==> src/cldpc_pkg.sv <==
// Shared types, code descriptors and generator ROM for the short-block LDPC encoder.
package cldpc_pkg;

  localparam int MAX_PARITY_BITS_DEF = 256;

  localparam logic [1:0] CODE_N128 = 2'd0;
  localparam logic [1:0] CODE_N256 = 2'd1;
  localparam logic [1:0] CODE_N512 = 2'd2;

  // register byte addresses
  localparam logic [1:0] ADDR_CODE_SELECT = 2'd0;

  // Base generator rows: n128 rows at words 0..7, n256 at 8..23, n512 at 24..55.
  localparam logic [31:0] GEN_ROM [56] = '{
    32'h0E69166B, 32'hEF4C0BC2, 32'h7766137E, 32'hBB248418,
    32'hC480FEB9, 32'hCD53A713, 32'h4EAA22FA, 32'h465EEA11,
    32'h73F5E839, 32'h0220CE51, 32'h36ED68E9, 32'hF39EB162,
    32'hBAC812C0, 32'hBCD24379, 32'h4786D928, 32'h5A09095C,
    32'h7DF83F76, 32'hA5FF4C38, 32'h8E6C0D4E, 32'h025EB712,
    32'hBAA37B32, 32'h60CB31C5, 32'hD0F66A31, 32'hFAF511BC,
    32'h1D21794A, 32'h22761FAE, 32'h59945014, 32'h257E130D,
    32'h74D60540, 32'h03794014, 32'h2DADEB9C, 32'hA25EF12E,
    32'h60E0B662, 32'h3C5CE512, 32'h4D2C81EC, 32'hC7F469AB,
    32'h20678DBF, 32'hB7523ECE, 32'h2B54B906, 32'hA9DBE98C,
    32'hF6739BCF, 32'h54273E77, 32'h167BDA12, 32'h0C6C4774,
    32'h4C071EFF, 32'h5E32A759, 32'h3138670C, 32'h095C39B5,
    32'h28706BD0, 32'h45300258, 32'h2DAB85F0, 32'h5B9201D0,
    32'h8DFDEE2D, 32'h9D84CA88, 32'hB371FAE6, 32'h3A4EB07E
  };

  typedef struct packed {
    logic absorb;
    logic shift;
    logic clear;
  } cell_ctrl_t;

  // log2 of bytes per circulant (circulant size M = k/4)
  function automatic logic [1:0] circ_lg(input logic [1:0] sel);
    logic [1:0] lg;
    unique case (sel)
      CODE_N128: lg = 2'd1;
      CODE_N256: lg = 2'd2;
      default:   lg = 2'd3;
    endcase
    return lg;
  endfunction

  // k/8, which equals r/8 for all three codes
  function automatic logic [5:0] block_bytes(input logic [1:0] sel);
    logic [5:0] n;
    unique case (sel)
      CODE_N128: n = 6'd8;
      CODE_N256: n = 6'd16;
      default:   n = 6'd32;
    endcase
    return n;
  endfunction

  function automatic logic [5:0] rom_base(input logic [1:0] sel);
    logic [5:0] w;
    unique case (sel)
      CODE_N128: w = 6'd0;
      CODE_N256: w = 6'd8;
      default:   w = 6'd24;
    endcase
    return w;
  endfunction

  // One byte of a base row, first column in the MSB.
  function automatic logic [7:0] rom_byte(input logic [1:0] sel, input logic [1:0] row,
                                          input logic [4:0] b);
    logic [5:0] word;
    word = rom_base(sel) + (6'(row) << circ_lg(sel)) + 6'(b >> 2);
    return 8'(GEN_ROM[word] >> {~b[1:0], 3'b000});
  endfunction

  // Generator window for parity byte p while absorbing data byte cnt.
  // Bits [15:8] are the byte's own columns, [7:0] the previous byte of the
  // same circulant (cyclically), column order ascending with bit index.
  function automatic logic [15:0] cell_window(input logic [1:0] sel, input logic [4:0] cnt,
                                              input logic [4:0] p);
    logic [1:0]  lg;
    logic [4:0]  nbm;
    logic [4:0]  s;
    logic [4:0]  i;
    logic [4:0]  qb;
    logic [4:0]  b_own;
    logic [4:0]  b_prv;
    logic [1:0]  row;
    logic [7:0]  own;
    logic [7:0]  prv;
    logic [15:0] w;
    lg    = circ_lg(sel);
    nbm   = (5'd1 << lg) - 5'd1;
    s     = cnt & nbm;
    row   = 2'(cnt >> lg);
    i     = p & nbm;
    qb    = p & ~nbm;
    b_own = qb | ((i - s) & nbm);
    b_prv = qb | ((i - s - 5'd1) & nbm);
    own   = rom_byte(sel, row, b_own);
    prv   = rom_byte(sel, row, b_prv);
    for (int e = 0; e < 8; e++) begin
      w[e]     = prv[7-e];
      w[8 + e] = own[7-e];
    end
    if ({1'b0, p} >= block_bytes(sel)) begin
      w = '0;
    end
    return w;
  endfunction

endpackage

==> src/cldpc_cell.sv <==
// One parity byte of the accumulator: absorbs a data byte, shifts toward the output.
module cldpc_cell #(
  parameter logic [7:0] KEEP = 8'hFF
) (
  input  logic                   clk,
  input  logic                   rst_n,
  input  cldpc_pkg::cell_ctrl_t  ctrl,
  input  logic [7:0]             data,
  input  logic [15:0]            win,
  input  logic [7:0]             nbr,
  output logic [7:0]             acc
);
  import cldpc_pkg::*;

  logic [7:0] acc_r;
  logic [7:0] acc_nxt;
  logic [7:0] mix;

  // column e (held in bit 7-e) takes window bit 8+e-b for data bit b (MSB first)
  always_comb begin
    mix = '0;
    for (int e = 0; e < 8; e++) begin
      for (int b = 0; b < 8; b++) begin
        mix[7-e] = mix[7-e] ^ (data[7-b] & win[8 + e - b]);
      end
    end
  end

  always_comb begin
    acc_nxt = acc_r;
    if (ctrl.clear) begin
      acc_nxt = '0;
    end else if (ctrl.shift) begin
      acc_nxt = nbr & KEEP;
    end else if (ctrl.absorb) begin
      acc_nxt = (acc_r ^ mix) & KEEP;
    end
  end

  always_ff @(posedge clk) begin
    if (!rst_n) begin
      acc_r <= '0;
    end else begin
      acc_r <= acc_nxt;
    end
  end

  assign acc = acc_r;

endmodule

==> config.mk <==
export PLATFORM = sky130hd
export DESIGN_NAME = cldpc_cell
export DESIGN_NICKNAME = d
export VERILOG_FILES = /design/src/cldpc_pkg.sv /design/src/cldpc_cell.sv
export SDC_FILE = /design/constraint.sdc
export NUM_CORES = 1
export LEC_CHECK = 0
export BUFFER_PORTS_ARGS = -buffer_cell sky130_fd_sc_hd__buf_2
export CORE_MARGIN = 1.5
export CORE_UTILIZATION = 54
export CTS_CLUSTER_SIZE = 25
export DETAILED_ROUTE_END_ITERATION = 10
export PLACE_DENSITY = 0.91
export SYNTH_ARGS = -nofsm -noshare
export SYNTH_HDL_FRONTEND = slang
export SYNTH_SLANG_ARGS = --single-unit
==> constraint.sdc <==
create_clock -name clk -period 2.1 [get_ports clk]
set_input_delay 0.21 -clock clk [delete_from_list [all_inputs] [get_ports clk]]
set_output_delay 0.21 -clock clk [all_outputs]
set_load 0.02 [all_outputs]
Word level (Yosys, flattened, before mapping)
Cells that the tools add are included. Widths: inputs -> output; s select.

Flip-flop bits (word level): 8. Bits of input ports: 37. Output and inout port bits: 8.

Bitwise gates (word level): 122. Reductions and logical operators: 2. Mux-type cells: 2.

Operators with widths (count): $and 1x1->1 (64); $xor 1x1->1 (56); $mux 8 (2); $xor 8x8->8 (1); $reduce_bool 2->1 (1); $reduce_or 2->1 (1); $not 1->1 (1).

Longest topological paths before layout
Word-level depth: 11. Gate-level depth with buffers: 6. Depth with buffers taken out: 5.

Worst setup path before layout
OpenSTA, ideal clock, no wires.

Path type: flip-flop to flip-flop. From: reg acc_r[0], in the netlist acc[0]. To: reg acc_r[0], in the netlist acc[0]. Data arrival time: 1.218 ns. Path buffers: 0. Cell stages (with the launch flop): 5. Required time: 1.969 ns. Clock period less this slack: 1.349 ns. Slack: 0.751 ns. Cells stage by stage: dfxtp_1 xor2_1 xnor3_1 xnor2_1 o22ai_1.

Cells in the longest elaborated chain, start to end: 3.

RTL lines: start: declaration (RTL line cldpc_cell.sv:15) `logic [7:0] acc_r;`; start signal: assignment (RTL line cldpc_cell.sv:44) `acc_r <= acc_nxt;`; $xor 8x8->8 (RTL line cldpc_cell.sv:36) `acc_nxt = (acc_r ^ mix) & KEEP;`; $mux 8 (RTL line cldpc_cell.sv:35) `end else if (ctrl.absorb) begin`; $mux 8 (RTL line cldpc_cell.sv:33) `end else if (ctrl.shift) begin`.

Every way passes these cells. The select of a mux whose other input is x is not followed. A chain may end at the register's enable or synchronous reset.

Worst setup path in the final report
From: reg acc_r[7], in the netlist acc[7]. To: reg acc_r[7], in the netlist acc[7].

The elaborated chain is that of the path after synthesis.

==> impl_metrics.xml <==
<?xml version="1.0" encoding="UTF-8"?>
<metrics>
  <group name="run_status">
    <metric name="status" unit="">finished clean</metric>
  </group>
  <group name="route">
    <metric name="post_drt_wl_per_cell" unit="um">12.2</metric>
    <metric name="ant_nets" unit="">0</metric>
    <metric name="drt_pre_antenna_iters" unit="">4</metric>
    <metric name="postRouteWirelength" unit="mm">2.77</metric>
    <metric name="drt_drc_violations_left" unit="">0</metric>
    <metric name="detailed_route_via_count" unit="">1196</metric>
    <metric name="dr.first_iter.drc_count" unit="">14</metric>
    <metric name="vias_per_cell" unit="">5.25</metric>
  </group>
  <group name="synth">
    <metric name="synth_top_area_share" unit="%">18.7</metric>
    <metric name="synth_area_per_cell" unit="um2">7.64</metric>
    <metric name="library_cells_used_by_synthesis" unit="">15</metric>
    <metric name="syn_area" unit="um2">1280</metric>
    <metric name="total_number_of_yosys_warnings" unit="">0</metric>
    <metric name="synth_seq_cells" unit="">8</metric>
    <metric name="syn_nets" unit="">205</metric>
    <metric name="synth.largest_area_cell" unit="">nand2_1</metric>
    <metric name="seq_area_frac_synth" unit="%">12.5</metric>
    <metric name="synthTopCellsByArea" unit="">nand2_1 (19%), xnor2_1 (18%), xnor3_1 (14%), dfxtp_1 (12%), xor2_1 (11%)</metric>
    <metric name="cells_after_synthesis" unit="">168</metric>
  </group>
  <group name="critical_path">
    <metric name="startpoint_type_of_the_worst_setup_path" unit="">register</metric>
    <metric name="r2r-end" unit="">acc[7]</metric>
    <metric name="rr_startpoint" unit="">acc[7]</metric>
    <metric name="r2r_slack" unit="ps">700</metric>
    <metric name="r2r_cells" unit="">4</metric>
    <metric name="critical_path_required" unit="ps">2230</metric>
    <metric name="critical_path_at" unit="ps">1540</metric>
    <metric name="criticalPathCategory" unit="">reg -&gt; reg</metric>
    <metric name="endpoint_kind" unit="">register</metric>
    <metric name="timing.critical_path.fanout_max" unit="">3</metric>
  </group>
  <group name="floorplanning">
    <metric name="design.die.area" unit="um2">2680</metric>
    <metric name="die-height" unit="um">51.8</metric>
    <metric name="initial_core_util" unit="%">57.5</metric>
    <metric name="placement_rows" unit="">17</metric>
    <metric name="die_width" unit="um">51.8</metric>
    <metric name="fp.coreArea" unit="um2">2230</metric>
    <metric name="top_level_ports" unit="">45</metric>
  </group>
  <group name="worst_hold_path">
    <metric name="timing.hold.worst_endpoint" unit="">acc[4]</metric>
    <metric name="timing.hold.worst.class" unit="">in -&gt; reg</metric>
    <metric name="worst_hold_path.num_cells" unit="">3</metric>
    <metric name="worstHoldStart" unit="">nbr[4]</metric>
  </group>
  <group name="placed_design">
    <metric name="io_buffer_count" unit="">43</metric>
    <metric name="gpl.final_weighted_congestion" unit="">0.799</metric>
    <metric name="hpwlAfterDp" unit="mm">2.25</metric>
  </group>
  <group name="timing">
    <metric name="max_slew.worst_pin.slew" unit="ps">323</metric>
    <metric name="fmaxAchievable" unit="MHz">713</metric>
    <metric name="timing.final.crit_share" unit="%">66.8</metric>
    <metric name="timing_hold_violations_final" unit="">0</metric>
    <metric name="grt_setup_unrepaired" unit="">false</metric>
    <metric name="slew-limit-headroom" unit="%">78.5</metric>
    <metric name="fin_setup_tns" unit="ps">0</metric>
    <metric name="layout_min_cycle_time" unit="ps">1400</metric>
    <metric name="slew_viol_final" unit="">0</metric>
    <metric name="endpoints_failing_setup" unit="">0</metric>
    <metric name="timing.clock.skew" unit="ps">0</metric>
  </group>
  <group name="cells_and_area">
    <metric name="antenna_cells" unit="">0</metric>
    <metric name="number_of_flip_flops_in_the_largest_register" unit="">8</metric>
    <metric name="layout.nets" unit="">239</metric>
    <metric name="layout-drive-gt1-share" unit="%">25.5</metric>
    <metric name="area_growth" unit="%">15.0</metric>
    <metric name="number_of_filler_cells_placed_in_the_layout" unit="">235</metric>
  </group>
  <group name="global_route">
    <metric name="grt_pass1_vias" unit="">1063</metric>
    <metric name="grt_total_ovfl" unit="">0</metric>
    <metric name="global_route_wire_length_before_repair" unit="mm">4.37</metric>
    <metric name="antenna_violations_before_repair" unit="">0</metric>
    <metric name="global_route.usage.total" unit="%">22.0</metric>
    <metric name="grt_start_max_net_pins" unit="">18</metric>
  </group>
  <group name="clocking">
    <metric name="cts_tree" unit="">done</metric>
    <metric name="cts-buffers-inserted" unit="">3</metric>
    <metric name="maximum_level_of_the_cts_h_tree" unit="">1</metric>
    <metric name="post_cts_resized" unit="">0</metric>
    <metric name="clock_latency" unit="ps">260</metric>
    <metric name="cts.clk_slew.worst_paths" unit="ps">50</metric>
    <metric name="post_cts_buffers" unit="">0</metric>
    <metric name="clockRootBuffer" unit="">clkbuf_4</metric>
    <metric name="cts_hold_repair.buffers" unit="">0</metric>
    <metric name="clk_path_buf_depth" unit="">2</metric>
    <metric name="cts_sinks" unit="">8</metric>
  </group>
  <group name="power">
    <metric name="power-per-cell-area" unit="nW/um2">486</metric>
    <metric name="vdd.ir_drop.worst" unit="mV">0.245</metric>
    <metric name="cellLeakagePower" unit="uW">0.000728</metric>
    <metric name="tot_pwr" unit="uW">717</metric>
  </group>
  <group name="flow_run">
    <metric name="drv_cap" unit="">0</metric>
  </group>
</metrics>
stage by stage:
step | worst slack (ps) | utilization, % | cell area [um2] | cells | hold slack, ps
2_1_floorplan | 751 | - | 1280 | 168 | 395
3_3_place_gp | 647 | 65.1 | 1450 | 225 | 493
3_5_place_dp | 606 | 65.1 | 1450 | 225 | 495
4_1_cts | 701 | 66.1 | 1480 | 228 | 225
5_1_grt | 629 | 66.1 | 1480 | 228 | 240
6_report | 697 | 66.1 | 1480 | 228 | 231
synth_stat cells, drive strengths merged:
cell,n
a21oi,8
buf,8
clkbuf,6
dfxtp,8
nand2,64
nand2b,1
nor3b,8
o22ai,8
or3b,1
xnor2,32
xnor3,8
xor2,16
how the worst max path moves through the flow:
stage	startpoint	to	slack, ps	cells after the start
6_report	acc[7]	acc[7]	700	4
4_1_cts	acc[7]	acc[7]	700	4
2_1_floorplan	acc[0]	acc[0]	750	4
3_3_place_gp	data[4]	acc[7]	650	6
3_5_place_dp	data[4]	acc[7]	610	6
5_1_grt	acc[6]	acc[6]	630	4
cells by family (layout without fill, tap and decap cells):
group                     Yosys count  count (layout)  share of synthesized area, %
and+or+nand+nor                    74              74                          24.6
xor gates and xnor gates           56              56                          49.7
AOI/OAI and AO/OA                  16              16                          7.02
buffers and inverters              14              46                          6.24
DFF                                 8               8                          12.5
routing by layer:
layer,vias to the layer above,wire (um),GRT usage (%),part of all wire (%)
met4,0,27,6.58,0.97
met1,550,1220,25.5,44
met2,48,1360,41.7,49
li1,596,-,-,-
met3,2,164,2.87,5.9
met5,-,0,0,0
critical path: stages (launching register included):
cell	delay, ps
dfxtp_1	360
xor2_1	180
xnor3_1	430
xnor2_1	200
o22ai_1	100
power breakdown:
part	internal [uW]	switching (uW)
sequential	163	10.5
combinational	231	194
clock	65.4	52.7
total	460	257
placed cells by master, fill, tap and decap left out, drive strengths merged:
cell type,count
o22ai,8
xnor3,8
buf,43
nand2b,1
nor3b,8
nand2,64
or3b,1
xnor2,32
xor2,16
a21oi,8
dfxtp,8
clkbuf,3
cell type report:
type	count	area [um2]	share of cell area, %
clock buffers	3	22.5	1.53
multi-input cells	146	1040	70.7
well taps	28	35.0	2.37
repair buffers	43	215	14.6
flip-flops and latches	8	160	10.8
(Power assumes the default switching activity.)
